==> config.mk <==
export PLATFORM = sky130hd
export DESIGN_NAME = acp_back
export DESIGN_NICKNAME = d
export VERILOG_FILES = /design/src/alignment_column_profiler_assert.svh /design/src/acp_pkg.sv /design/src/acp_log2.sv /design/src/acp_div.sv /design/src/acp_back.sv
export SDC_FILE = /design/constraint.sdc
export NUM_CORES = 2
export LEC_CHECK = 0
export ABC_AREA = 1
export CAP_MARGIN = 40
export CORE_MARGIN = 2
export CORE_UTILIZATION = 55
export CTS_BUF_LIST = sky130_fd_sc_hd__clkbuf_4 sky130_fd_sc_hd__clkbuf_8
export DETAILED_ROUTE_END_ITERATION = 8
export DONT_BUFFER_PORTS = 1
export GPL_ROUTABILITY_DRIVEN = 0
export PLACE_DENSITY = 0.7
export SYNTH_ARGS = -nofsm -noshare
export SYNTH_HDL_FRONTEND = slang
export SYNTH_SLANG_ARGS = --single-unit
export TNS_END_PERCENT = 1
==> constraint.sdc <==
create_clock -name clk -period 13.23 [get_ports clk]
set_input_delay 3.969 -clock clk [delete_from_list [all_inputs] [get_ports clk]]
set_output_delay 3.969 -clock clk [all_outputs]
set_load 0.02 [all_outputs]
==> src/alignment_column_profiler_assert.svh <==
// assertion macros for the alignment column profiler
`ifndef ALIGNMENT_COLUMN_PROFILER_ASSERT_SVH
`define ALIGNMENT_COLUMN_PROFILER_ASSERT_SVH

// implication checked at every clock edge outside reset
`define ACP_ASSERT_IMPL(label, ante, cons) \
  label: assert property (@(posedge clk) disable iff (!rst_n) (ante) |-> (cons)) \
    else $error("acp check failed");

// implication whose consequent is checked in the cycle after the antecedent
`define ACP_ASSERT_NEXT(label, ante, cons) \
  label: assert property (@(posedge clk) disable iff (!rst_n) (ante) |=> (cons)) \
    else $error("acp check failed");

`endif

==> src/acp_pkg.sv <==
// shared types, constants and helper function of the column profiler
package acp_pkg;

  localparam int MAX_SEQS    = 256;
  localparam int CNT_W       = 9;
  localparam int COL_W       = 16;
  localparam int LEN_W       = 17;
  localparam int THR_W       = 16;
  localparam int LOG_W       = 28;
  localparam int SUM_W       = 36;
  localparam int DIVD_W      = 41;
  localparam int DIVS_W      = 26;
  localparam int PAIR_W      = 20;
  localparam int SCL_W       = 26;

  localparam logic [15:0] CONS_MAX  = 16'd32768;
  localparam logic [2:0]  CONS_A    = 3'd0;
  localparam logic [2:0]  CONS_C    = 3'd1;
  localparam logic [2:0]  CONS_G    = 3'd2;
  localparam logic [2:0]  CONS_T    = 3'd3;
  localparam logic [2:0]  CONS_N    = 3'd4;

  localparam logic [0:0]  REG_THRESHOLD = 1'b0;
  localparam logic [0:0]  REG_MIN_LEN   = 1'b1;

  localparam logic [15:0] THRESHOLD_RST = 16'd16384;
  localparam logic [16:0] MIN_LEN_RST   = 17'd3;

  typedef enum logic [2:0] {
    CLS_A   = 3'd0,
    CLS_C   = 3'd1,
    CLS_G   = 3'd2,
    CLS_T   = 3'd3,
    CLS_GAP = 3'd4,
    CLS_BAD = 3'd5
  } char_cls_t;

  typedef struct packed {
    logic [4:0][CNT_W-1:0] base;
    logic [3:0][CNT_W-1:0] lower;
    logic                  bad;
    logic                  last_col;
  } col_rec_t;

  // elaboration-time log2 in Q.24, same truncation as the hardware unit
  function automatic logic [LOG_W-1:0] log2_q24(input logic [31:0] x);
    logic [63:0] m;
    logic [23:0] frac;
    logic [4:0]  msb;
    begin
      msb  = 5'd0;
      frac = 24'd0;
      for (int i = 0; i < 31; i++) begin
        if ((x >> (i + 1)) != 32'd0) msb = 5'(i + 1);
      end
      m = ({32'd0, x} << 30) >> msb;
      for (int i = 0; i < 24; i++) begin
        m    = (m * m) >> 30;
        frac = {frac[22:0], 1'b0};
        if (m >= 64'h8000_0000) begin
          frac[0] = 1'b1;
          m = m >> 1;
        end
      end
      log2_q24 = {msb[3:0], frac};
    end
  endfunction

  localparam logic [LOG_W-1:0] LOG2_5 = log2_q24(32'd5);

  // floor(2^41 / LOG2_5), the Q.24 log2(5); scales (L - H) to Q1.15 with at most one step short
  localparam logic [15:0] CONS_RECIP = 16'((64'd1 << (SCL_W + 15)) / 64'(LOG2_5));

endpackage

==> src/acp_log2.sv <==
// iterative log2 in Q.24, one squaring per cycle
module acp_log2 (
  input  logic                      clk,
  input  logic                      rst_n,
  input  logic                      start,
  input  logic [acp_pkg::CNT_W-1:0] x,
  output logic                      done,
  output logic [acp_pkg::LOG_W-1:0] result
);

  logic [30:0] m_r, m_nxt;
  logic [23:0] frac_r, frac_nxt;
  logic [3:0]  msb_r, msb_nxt;
  logic [4:0]  step_r, step_nxt;
  logic        busy_r, busy_nxt;
  logic        done_r, done_nxt;
  logic [61:0] sq;
  logic [31:0] m2;
  logic [38:0] xs;

  assign sq     = 62'(m_r) * 62'(m_r);
  assign m2     = sq[61:30];
  assign xs     = {x, 30'd0};
  assign done   = done_r;
  assign result = {msb_r, frac_r};

  always_comb begin
    m_nxt    = m_r;
    frac_nxt = frac_r;
    msb_nxt  = msb_r;
    step_nxt = step_r;
    busy_nxt = busy_r;
    done_nxt = 1'b0;
    if (start) begin
      msb_nxt = '0;
      for (int i = 1; i < acp_pkg::CNT_W; i++) begin
        if (x[i]) msb_nxt = 4'(i);
      end
      m_nxt    = 31'(xs >> msb_nxt);
      frac_nxt = '0;
      step_nxt = '0;
      busy_nxt = 1'b1;
    end else if (busy_r) begin
      if (m2[31]) begin
        frac_nxt = {frac_r[22:0], 1'b1};
        m_nxt    = m2[31:1];
      end else begin
        frac_nxt = {frac_r[22:0], 1'b0};
        m_nxt    = m2[30:0];
      end
      step_nxt = step_r + 1'b1;
      if (step_r == 5'd23) begin
        busy_nxt = 1'b0;
        done_nxt = 1'b1;
      end
    end
  end

  always_ff @(posedge clk) begin
    if (!rst_n) begin
      busy_r <= 1'b0;
      done_r <= 1'b0;
    end else begin
      busy_r <= busy_nxt;
      done_r <= done_nxt;
    end
  end

  always_ff @(posedge clk) begin
    m_r    <= m_nxt;
    frac_r <= frac_nxt;
    msb_r  <= msb_nxt;
    step_r <= step_nxt;
  end

endmodule

==> src/acp_div.sv <==
// restoring divider, one quotient bit per cycle
module acp_div #(
  parameter int DW = 41,
  parameter int VW = 26
) (
  input  logic          clk,
  input  logic          rst_n,
  input  logic          start,
  input  logic [DW-1:0] dividend,
  input  logic [VW-1:0] divisor,
  output logic          done,
  output logic [DW-1:0] quotient
);

  localparam int CW = $clog2(DW + 1);

  logic [DW-1:0] quo_r, quo_nxt;
  logic [VW-1:0] rem_r, rem_nxt;
  logic [VW-1:0] dvs_r, dvs_nxt;
  logic [CW-1:0] cnt_r, cnt_nxt;
  logic          busy_r, busy_nxt;
  logic          done_r, done_nxt;
  logic [VW:0]   trial;
  logic [VW:0]   diff;

  assign trial    = {rem_r, quo_r[DW-1]};
  assign diff     = trial - {1'b0, dvs_r};
  assign done     = done_r;
  assign quotient = quo_r;

  always_comb begin
    quo_nxt  = quo_r;
    rem_nxt  = rem_r;
    dvs_nxt  = dvs_r;
    cnt_nxt  = cnt_r;
    busy_nxt = busy_r;
    done_nxt = 1'b0;
    if (start) begin
      quo_nxt  = dividend;
      rem_nxt  = '0;
      dvs_nxt  = divisor;
      cnt_nxt  = '0;
      busy_nxt = 1'b1;
    end else if (busy_r) begin
      if (trial >= {1'b0, dvs_r}) begin
        rem_nxt = diff[VW-1:0];
        quo_nxt = {quo_r[DW-2:0], 1'b1};
      end else begin
        rem_nxt = trial[VW-1:0];
        quo_nxt = {quo_r[DW-2:0], 1'b0};
      end
      cnt_nxt = cnt_r + 1'b1;
      if (cnt_r == CW'(DW - 1)) begin
        busy_nxt = 1'b0;
        done_nxt = 1'b1;
      end
    end
  end

  always_ff @(posedge clk) begin
    if (!rst_n) begin
      busy_r <= 1'b0;
      done_r <= 1'b0;
    end else begin
      busy_r <= busy_nxt;
      done_r <= done_nxt;
    end
  end

  always_ff @(posedge clk) begin
    quo_r <= quo_nxt;
    rem_r <= rem_nxt;
    dvs_r <= dvs_nxt;
    cnt_r <= cnt_nxt;
  end

endmodule

==> src/acp_back.sv <==
// back end: entropy, consensus, pairs and region tracking per column
module acp_back (
  input  logic                      clk,
  input  logic                      rst_n,
  input  logic                      q_empty,
  input  acp_pkg::col_rec_t         q_data,
  output logic                      q_pop,
  input  logic [acp_pkg::THR_W-1:0] threshold,
  input  logic [acp_pkg::LEN_W-1:0] min_len,
  output logic                      out_valid,
  input  logic                      out_ready,
  output logic [8:0]                out_count_a,
  output logic [8:0]                out_count_c,
  output logic [8:0]                out_count_g,
  output logic [8:0]                out_count_t,
  output logic [8:0]                out_count_gap,
  output logic [15:0]               out_conservation,
  output logic [2:0]                out_consensus,
  output logic [14:0]               out_matching_pairs,
  output logic                      out_region_valid,
  output logic [15:0]               out_region_start,
  output logic [16:0]               out_region_length,
  output logic                      out_invalid_char
);

  typedef enum logic [8:0] {
    ST_IDLE   = 9'b0_0000_0001,
    ST_LSTART = 9'b0_0000_0010,
    ST_LWAIT  = 9'b0_0000_0100,
    ST_ACC    = 9'b0_0000_1000,
    ST_DIV1   = 9'b0_0001_0000,
    ST_RMUL   = 9'b0_0010_0000,
    ST_RFIX   = 9'b0_0100_0000,
    ST_PAIRS  = 9'b0_1000_0000,
    ST_FIN    = 9'b1_0000_0000
  } back_st_t;

  back_st_t                     st_r, st_nxt;
  acp_pkg::col_rec_t            rec_r;
  logic [2:0]                   idx_r, idx_nxt;
  logic [3:0]                   pidx_r, pidx_nxt;
  logic [acp_pkg::SUM_W-1:0]    s_r, s_nxt;
  logic [acp_pkg::LOG_W-1:0]    ln_r, ln_nxt;
  logic [acp_pkg::CNT_W-1:0]    n_r;
  logic [15:0]                  cons_r, cons_nxt;
  logic [acp_pkg::PAIR_W-1:0]   pairs_r, pairs_nxt;
  logic [acp_pkg::SCL_W-1:0]    scl_x_r, scl_x_nxt;
  logic [15:0]                  scl_q_r, scl_q_nxt;
  logic [acp_pkg::SCL_W+15:0]   scl_prod;
  logic [acp_pkg::SCL_W+14:0]   scl_back;
  logic [acp_pkg::SCL_W+14:0]   scl_rem;
  logic [acp_pkg::COL_W-1:0]    col_r;
  logic                         in_reg_r;
  logic [acp_pkg::COL_W-1:0]    begin_r;
  logic                         out_valid_r;
  logic [acp_pkg::CNT_W+1:0]    n_sum;

  logic                         log_start, log_done;
  logic [acp_pkg::CNT_W-1:0]    log_x;
  logic [acp_pkg::LOG_W-1:0]    log_res;
  logic                         div_start, div_done;
  logic [acp_pkg::DIVD_W-1:0]   div_dvd;
  logic [acp_pkg::DIVS_W-1:0]   div_dvs;
  logic [acp_pkg::DIVD_W-1:0]   div_q;
  logic [acp_pkg::LOG_W-1:0]    q1, h;
  logic [acp_pkg::CNT_W+acp_pkg::LOG_W-1:0] klog;
  logic [acp_pkg::CNT_W-1:0]    pk;
  logic [17:0]                  pprod;
  logic                         slot_free;

  logic [2:0]                   cons_sel;
  logic [acp_pkg::CNT_W-1:0]    best_v;
  logic                         rv;
  logic [15:0]                  rs;
  logic [16:0]                  rl;
  logic [15:0]                  span;
  logic                         var_col;

  acp_log2 u_log2 (
    .clk    (clk),
    .rst_n  (rst_n),
    .start  (log_start),
    .x      (log_x),
    .done   (log_done),
    .result (log_res)
  );

  acp_div #(
    .DW (acp_pkg::DIVD_W),
    .VW (acp_pkg::DIVS_W)
  ) u_div (
    .clk      (clk),
    .rst_n    (rst_n),
    .start    (div_start),
    .dividend (div_dvd),
    .divisor  (div_dvs),
    .done     (div_done),
    .quotient (div_q)
  );

  assign slot_free = !out_valid_r || out_ready;
  assign out_valid = out_valid_r;
  assign q_pop     = (st_r == ST_IDLE) && !q_empty;

  always_comb begin
    n_sum = '0;
    for (int i = 0; i < 5; i++) n_sum = n_sum + (acp_pkg::CNT_W+2)'(q_data.base[i]);
  end

  always_comb begin
    case (idx_r)
      3'd0: log_x = rec_r.base[0];
      3'd1: log_x = rec_r.base[1];
      3'd2: log_x = rec_r.base[2];
      3'd3: log_x = rec_r.base[3];
      3'd4: log_x = rec_r.base[4];
      default: log_x = n_r;
    endcase
  end
  assign log_start = (st_r == ST_LSTART);
  assign klog      = (acp_pkg::CNT_W+acp_pkg::LOG_W)'(log_x) *
                     (acp_pkg::CNT_W+acp_pkg::LOG_W)'(log_res);

  // quotient of the division is log2 of n at most, fits in Q.24 width
  assign q1 = div_q[acp_pkg::LOG_W-1:0];
  assign h  = (ln_r > q1) ? ln_r - q1 : '0;

  // (L - H) * 32768 / L by reciprocal, then one compare to fix the last step
  assign scl_prod = (acp_pkg::SCL_W+16)'(scl_x_r) * (acp_pkg::SCL_W+16)'(acp_pkg::CONS_RECIP);
  assign scl_back = (acp_pkg::SCL_W+15)'(scl_q_r) * (acp_pkg::SCL_W+15)'(acp_pkg::LOG2_5);
  assign scl_rem  = {scl_x_r, 15'd0} - scl_back;

  always_comb begin
    div_start = (st_r == ST_ACC) && (idx_r == 3'd5) && (n_r != '0);
    div_dvd   = acp_pkg::DIVD_W'(s_r);
    div_dvs   = acp_pkg::DIVS_W'(n_r);
  end

  always_comb begin
    case (pidx_r)
      4'd0: pk = rec_r.base[4];
      4'd1: pk = rec_r.lower[0];
      4'd2: pk = rec_r.lower[1];
      4'd3: pk = rec_r.lower[2];
      4'd4: pk = rec_r.lower[3];
      4'd5: pk = rec_r.base[0] - rec_r.lower[0];
      4'd6: pk = rec_r.base[1] - rec_r.lower[1];
      4'd7: pk = rec_r.base[2] - rec_r.lower[2];
      default: pk = rec_r.base[3] - rec_r.lower[3];
    endcase
  end
  assign pprod = (pk == '0) ? '0 : 18'(pk) * 18'(pk - 1'b1);

  always_comb begin
    st_nxt    = st_r;
    idx_nxt   = idx_r;
    pidx_nxt  = pidx_r;
    s_nxt     = s_r;
    ln_nxt    = ln_r;
    cons_nxt  = cons_r;
    pairs_nxt = pairs_r;
    scl_x_nxt = scl_x_r;
    scl_q_nxt = scl_q_r;
    case (st_r)
      ST_IDLE: begin
        if (!q_empty) begin
          idx_nxt = '0;
          s_nxt   = '0;
          st_nxt  = ST_LSTART;
        end
      end
      ST_LSTART: st_nxt = ST_LWAIT;
      ST_LWAIT: begin
        if (log_done) st_nxt = ST_ACC;
      end
      ST_ACC: begin
        if (idx_r == 3'd5) begin
          ln_nxt = log_res;
          if (n_r == '0) begin
            cons_nxt  = acp_pkg::CONS_MAX;
            pidx_nxt  = '0;
            pairs_nxt = '0;
            st_nxt    = ST_PAIRS;
          end else begin
            st_nxt = ST_DIV1;
          end
        end else begin
          s_nxt   = s_r + acp_pkg::SUM_W'(klog);
          idx_nxt = idx_r + 1'b1;
          st_nxt  = ST_LSTART;
        end
      end
      ST_DIV1: begin
        if (div_done) begin
          if (h >= acp_pkg::LOG2_5) begin
            cons_nxt  = '0;
            pidx_nxt  = '0;
            pairs_nxt = '0;
            st_nxt    = ST_PAIRS;
          end else begin
            scl_x_nxt = acp_pkg::SCL_W'(acp_pkg::LOG2_5 - h);
            st_nxt    = ST_RMUL;
          end
        end
      end
      ST_RMUL: begin
        scl_q_nxt = scl_prod[acp_pkg::SCL_W+15:acp_pkg::SCL_W];
        st_nxt    = ST_RFIX;
      end
      ST_RFIX: begin
        cons_nxt  = (scl_rem >= (acp_pkg::SCL_W+15)'(acp_pkg::LOG2_5)) ?
                    scl_q_r + 16'd1 : scl_q_r;
        pidx_nxt  = '0;
        pairs_nxt = '0;
        st_nxt    = ST_PAIRS;
      end
      ST_PAIRS: begin
        pairs_nxt = pairs_r + acp_pkg::PAIR_W'(pprod[17:1]);
        pidx_nxt  = pidx_r + 1'b1;
        if (pidx_r == 4'd8) st_nxt = ST_FIN;
      end
      ST_FIN: begin
        if (slot_free) st_nxt = ST_IDLE;
      end
      default: st_nxt = ST_IDLE;
    endcase
  end

  // consensus: earliest of A, C, G, T among equal maxima
  always_comb begin
    cons_sel = acp_pkg::CONS_N;
    best_v   = '0;
    for (int i = 0; i < 4; i++) begin
      if (rec_r.base[i] > best_v) begin
        best_v   = rec_r.base[i];
        cons_sel = 3'(i);
      end
    end
  end

  assign var_col = ({1'b0, cons_r} < {1'b0, threshold});
  assign span    = col_r - begin_r;

  always_comb begin
    rv = 1'b0;
    rs = '0;
    rl = '0;
    if (var_col) begin
      if (rec_r.last_col) begin
        // run closed by the last column counts that column
        if ((in_reg_r ? 17'(span) + 17'd1 : 17'd1) >= min_len) begin
          rv = 1'b1;
          rs = in_reg_r ? begin_r : col_r;
          rl = in_reg_r ? 17'(span) + 17'd1 : 17'd1;
        end
      end
    end else if (in_reg_r) begin
      if (17'(span) >= min_len) begin
        rv = 1'b1;
        rs = begin_r;
        rl = 17'(span);
      end
    end
  end

  always_ff @(posedge clk) begin
    if (!rst_n) begin
      st_r        <= ST_IDLE;
      out_valid_r <= 1'b0;
      col_r       <= '0;
      in_reg_r    <= 1'b0;
      begin_r     <= '0;
    end else begin
      st_r <= st_nxt;
      if ((st_r == ST_FIN) && slot_free) begin
        out_valid_r <= 1'b1;
        if (rec_r.last_col) begin
          col_r    <= '0;
          in_reg_r <= 1'b0;
          begin_r  <= '0;
        end else begin
          col_r <= col_r + 1'b1;
          if (var_col) begin
            if (!in_reg_r) begin
              in_reg_r <= 1'b1;
              begin_r  <= col_r;
            end
          end else begin
            in_reg_r <= 1'b0;
          end
        end
      end else if (out_ready) begin
        out_valid_r <= 1'b0;
      end
    end
  end

  always_ff @(posedge clk) begin
    idx_r   <= idx_nxt;
    pidx_r  <= pidx_nxt;
    s_r     <= s_nxt;
    ln_r    <= ln_nxt;
    cons_r  <= cons_nxt;
    pairs_r <= pairs_nxt;
    scl_x_r <= scl_x_nxt;
    scl_q_r <= scl_q_nxt;
    if (q_pop) begin
      rec_r <= q_data;
      n_r   <= acp_pkg::CNT_W'(n_sum);
    end
    if ((st_r == ST_FIN) && slot_free) begin
      out_count_a        <= rec_r.base[0];
      out_count_c        <= rec_r.base[1];
      out_count_g        <= rec_r.base[2];
      out_count_t        <= rec_r.base[3];
      out_count_gap      <= rec_r.base[4];
      out_conservation   <= cons_r;
      out_consensus      <= cons_sel;
      out_matching_pairs <= (pairs_r > acp_pkg::PAIR_W'(15'h7fff)) ? 15'h7fff : pairs_r[14:0];
      out_region_valid   <= rv;
      out_region_start   <= rs;
      out_region_length  <= rl;
      out_invalid_char   <= rec_r.bad;
    end
  end

endmodule

**Yosys cells after proc, flatten, opt, wreduce, memory -nomap -nowiden**

Cells that the tools add are included.

- Register bits: 548
- Input port bits: 120
- Word-level logic and storage cells: 250
- Output and inout bits: 116

- Shifts and indexed selects: 1
- Eq/ne operators: 33
- $lt $le $gt $ge: 12
- Muxes and demuxes: 90
- Multiply operators: 5
- Add/sub/neg operators: 23
- Reduce and logical (&&, ||, !) cells: 30
- Bitwise operators: 4

Operator list:

| cell | count |
|---|---|
| 2-to-1 mux 16 bit | 16 |
| 2-to-1 mux 36 bit | 4 |
| 2-to-1 mux 31 bit | 3 |
| 2-to-1 mux 9 bit | 9 |
| case mux 9 bit (9 select lines) | 1 |
| 2-to-1 mux 20 bit | 4 |
| case mux 20 bit (4 select lines) | 1 |
| case mux 36 bit (2 select lines) | 1 |
| case mux 9 bit (8 select lines) | 1 |
| 2-to-1 mux 17 bit | 4 |
| multiplier 31 x 31 -> 62 bit | 1 |
| case mux 16 bit (3 select lines) | 1 |
| case mux 9 bit (5 select lines) | 1 |
| multiplier 26 x 16 -> 42 bit (second input constant) | 1 |
| greater-or-equal comparator 41 x 26 -> 1 bit (second input constant) | 1 |
| multiplier 16 x 26 -> 41 bit (second input constant) | 1 |
| subtractor 41 bit | 1 |
| right shift 39 x 4 -> 31 bit | 1 |
| adder 36 bit | 1 |
| adder 9 bit | 4 |
| multiplier 9 x 28 -> 36 bit | 1 |
| subtractor 9 bit | 4 |
| adder 16 x 1 -> 16 bit (second input constant) | 2 |
| greater-or-equal comparator 28 x 26 -> 1 bit (second input constant) | 1 |
| 66 further kinds | 133 |

**Longest topological paths before layout**

- Word-level depth: 13
- Depth in mapped cells: 53
- Depth with buffers taken out: 53

**Cells and area by module**

A second synthesis with hierarchy kept.

- Cell total of the unflattened synthesis: 10808
- Area total of the unflattened synthesis: 87900.6 um^2

Modules (own cells, without submodules):

| module | seq. area each (um^2) | times used | cells an instance | area each (um^2) |
|---|---|---|---|---|
| acp_back | 11521.0 | 1 | 5900 | 49851.6 |
| acp_log2 | 1671.6 | 1 | 4044 | 31785.5 |
| acp_div | 2692.6 | 1 | 864 | 6263.5 |

**Least setup slack after synthesis**

OpenSTA, ideal clock, no wires.

- Path kind: input to output
- Start point: in q_empty
- End point: out q_pop
- Path buffers: 0
- Arrival: 8022 ps
- Setup slack: 1239 ps
- Data required time: 9261 ps
- Stages on the path: 1
- Cell sequence: nor2_1

- Longest elaborated chain between the ends: 2

RTL lines:

| what | RTL line | source |
|---|---|---|
| start: declaration | acp_back.sv:5 | `input logic q_empty,` |
| zero test 1 bit | -- |  |
| logical AND 1 bit | acp_back.sv:103 | `assign q_pop = (st_r == ST_IDLE) && !q_empty;` |
| end: declaration | acp_back.sv:7 | `output logic q_pop,` |

Every way passes these cells.

**Final worst setup path**

- Start point: reg pidx_r[3]
- End point: reg pairs_r[19] (netlist bit), data pin

- Longest elaborated chain between the ends: 7
- Elaborated cells between the ends (all ways): 15
- Classes of those cells: 2 x add/sub; 1 x mul; 7 x eq/ne; 3 x mux; 2 x reduce/logical

RTL lines:

| what | RTL line | source |
|---|---|---|
| start: declaration | acp_back.sv:41 | `logic [3:0] pidx_r, pidx_nxt;` |
| start signal: assignment | acp_back.sv:300 | `pidx_r <= pidx_nxt;` |
| equality test 4 x 3 -> 1 bit, or another cell as far along | acp_back.sv:140 | `case (pidx_r)` |
| case mux 9 bit (8 select lines) * | acp_back.sv:140 |  |
| subtractor 9 x 1 -> 10 bit | acp_back.sv:152 | `assign pprod = (pk == '0) ? '0 : 18'(pk) * 18'(pk - 1'b1);` |
| multiplier 10 x 10 -> 18 bit | acp_back.sv:152 |  |
| 2-to-1 mux 18 bit * | acp_back.sv:152 |  |
| adder 20 x 17 -> 20 bit * | acp_back.sv:218 | `pairs_nxt = pairs_r + acp_pkg::PAIR_W'(pprod[17:1]);` |
| case mux 20 bit (4 select lines) * | acp_back.sv:164 | `case (st_r)` |
| end signal: assignment | acp_back.sv:304 | `pairs_r <= pairs_nxt;` |
| end: declaration | acp_back.sv:46 | `logic [acp_pkg::PAIR_W-1:0] pairs_r, pairs_nxt;` |

Every way passes the cells marked *; elsewhere a longest branch is shown, timed or not.
A chain may end at the register's enable or synchronous reset.

==> impl_metrics.yaml <==
clock_network:
  cts_resized: 0
  postCtsSetupBuffers: 0
  cts_max_path_buffers: 3
  ctsHoldBuffers: 0
  path_clk_slew_ns: 0.06
  cts_tree: "built"
  cts_made_buffers: 96
  insertion_delay_ns: 0.87
  cts_root_buf: "clkbuf_8"
  htreeDepth: 3
  cts_sinks: 548
timing:
  hold_viol: 0
  maxSlewViolCount: 0
  max_freq_mhz: 107
  post-route-worst-setup-slack_ns: 3.88
  tightest_slew_ns: 0.911
  rsz0062_at_grt: "no"
  fin_crit_ns: 9.35
  max_slew_margin_pct: 39.3
  finalSetupViolCount: 0
  finalClockSkew_ns: 0.0840
  fin_tns_setup_ns: 0
  fin_crit_sh_pct: 70.7
global_route:
  grt_pass1_vias: 68200
  grt_overflow: 0
  grt_pass1_wl_um: 358000
  grt_usage_pct: 28.6
  grt_antenna_before_repair: 6
  grt_max_degree: 62
cells_and_area:
  drive_above_1_share_pct: 3.71
  regArea_um2: 15300
  multi_input_area_um2: 58600
  fin_nets: 12400
  layout_common_cells: "inv_1, nand2_1, fa_1"
  fillerInstances: 13500
  area_growth_pct: 5.39
  final_common_cell: "inv_1"
die:
  placementRows: 143
  boundaryPins: 236
  die_area_um2: 156000
  core_um2: 152000
  die_w_um: 396
  fp.dieH_um: 396
  initial_core_util_pct: 55.4
worst_setup_path:
  path_class: "flop to flop"
  worstPathMaxFanout: 14
  path_delay_family: "adder cells"
  cp_data_arrival_time_ns: 9.93
  slowest_stage: "edfxtp_1"
  required_ns: 13.80
  cp_num_buf_inv: 11
  cp_common_cell: "inv_1"
  startpoint_type: "flop"
  critical-path-max-stage-delay_ns: 0.58
  endpoint_kind: "flop"
synth:
  syn_inst: 10000
  ys_top_cells_by_area: "fa_1, edfxtp_1, ha_1, inv_1, nand2_1"
  synth-async-reset-ratio_pct: 0
  synth_top_flop_cell: "edfxtp_1"
  synth_edf_count: 435
  synth_seq_cells: 548
  seq_area_frac_synth_pct: 18.2
  ys_warn_count: 0
  yosysTopAreaCell: "fa_1"
  synthDistinctLibCells: 66
  avgSynthCellArea_um2: 8.40
  synth_top_area_share_pct: 30.6
  netlist_area_um2: 84300
  mappedNetlistNets: 12400
placed_design:
  place.port_buffers: 0
  dpl.hpwl_um: 178000
  preCtsSetupSlack_ns: 4.11
routing:
  wl_um: 220000
  num_vias: 66200
  viasPerCell: 5.45
  drc: 0
  firstDrtPassIters: 7
  first_iter_violations: 5489
  detail-route-antenna-nets: 0
  wl_per_cell_um: 18.1
job:
  maxCapViolCount: 0
outcome:
  status: "finished, final reports clean"
hold_path:
  hold_class: "flop to flop"
[worst register-to-register path: cells and delay by family (launching register included)]
family	cells	cell delay (ns)
compound gates	12	2.13
fa+ha+maj	9	3.74
flops	1	0.58
simple gates	8	1.06
buf+inv	11	1.59
[final timing paths]
check | end | from | depth (start not counted) | slack [ns]
worst max register to register | pairs_r[19] | pidx_r[3] | 40 | 3.88
worst min-delay path | out_invalid_char | rec_r[1] | 0 | 0.44
worst min register to register | out_invalid_char | rec_r[1] | 0 | 0.44
worst max-delay path | pairs_r[19] | pidx_r[3] | 40 | 3.88
[logic make-up (layout without fill, tap and decap cells)]
| logic type | count (synthesis) | after routing | share of synthesized area [%] |
|---|---|---|---|
| other cells | 0 | 11 | 0 |
| flops | 548 | 548 | 18.2 |
| simple gates | 3238 | 3238 | 16.0 |
| buf+inv | 2766 | 2831 | 12.4 |
| xor+xnor | 176 | 176 | 1.83 |
| compound gates | 1098 | 1098 | 7.33 |
| fa+ha+maj | 2211 | 2211 | 44.3 |
[final cells by class]
class / instances / share of cell area, %
Inverter: 2579 / 10.9
Clock buffer: 123 / 1.76
Clock inverter: 56 / 0.639
Multi-Input combinational cell: 6723 / 65.9
Sequential cell: 548 / 17.2
Timing Repair Buffer: 73 / 0.688
Antenna cell: 11 / 0.0310
Tap cell: 2030 / 2.86
[flip-flops by register name, summed over array words and instances (netlist names), 24 cells and up]
signal          count
u_log2.m_r         31
u_log2.frac_r      24
s_r                36
u_div.quotient     41
ln_r               28
rec_r              83
scl_x_r            26
u_div.rem_r        26
[cells in the mapped netlist (6+ instances only)]
cell type,n
nand2_1,1939
o22ai_1,55
nand3b_1,22
a21oi_1,462
nand4_1,91
o21a_1,29
a31oi_1,22
nor2_4,11
nand3_1,278
and3_1,8
edfxtp_1,435
xor2_1,105
fa_1,1287
a211oi_1,22
nand3_2,7
o21ai_0,352
nor2_2,29
or2_2,24
a21boi_0,12
buf_1,15
buf_2,13
inv_1,2555
nor4_1,21
nand2_2,24
dfxtp_1,113
and2_1,8
o21ai_1,10
clkbuf_1,149
nor3_1,72
clkinv_1,9
o31ai_1,6
o2111ai_1,9
ha_1,924
a21o_1,22
a221oi_1,13
nor2_1,680
o21bai_1,30
nor3_2,8
inv_2,15
nor3b_1,6
xnor2_1,71
o211ai_1,11
o221ai_1,6
[per-stage QoR]
step	std cells	utilization (%)	area [µm²]	hold WS [ns]
final	12100	58.4	88900	0.439
after floorplan	10000	-	84300	0.400
after global placement	11900	56.9	86600	0.401
after CTS	12100	58.4	88800	0.439
after global routing	12100	58.4	88900	0.447
after detailed placement	12000	57.0	86700	0.427
[layer usage]
layer	global-route usage (%)	vias up	wire, µm
li1	-	30900	-
met1	39.3	32200	92000
met2	46.4	2669	102000
met3	5.05	475	19100
met4	8.85	0	7120
met5	0	-	0
Power is left out: the tool's default activity adds up to more than one toggle a clock period on the data nets, which glitch-free logic cannot reach.
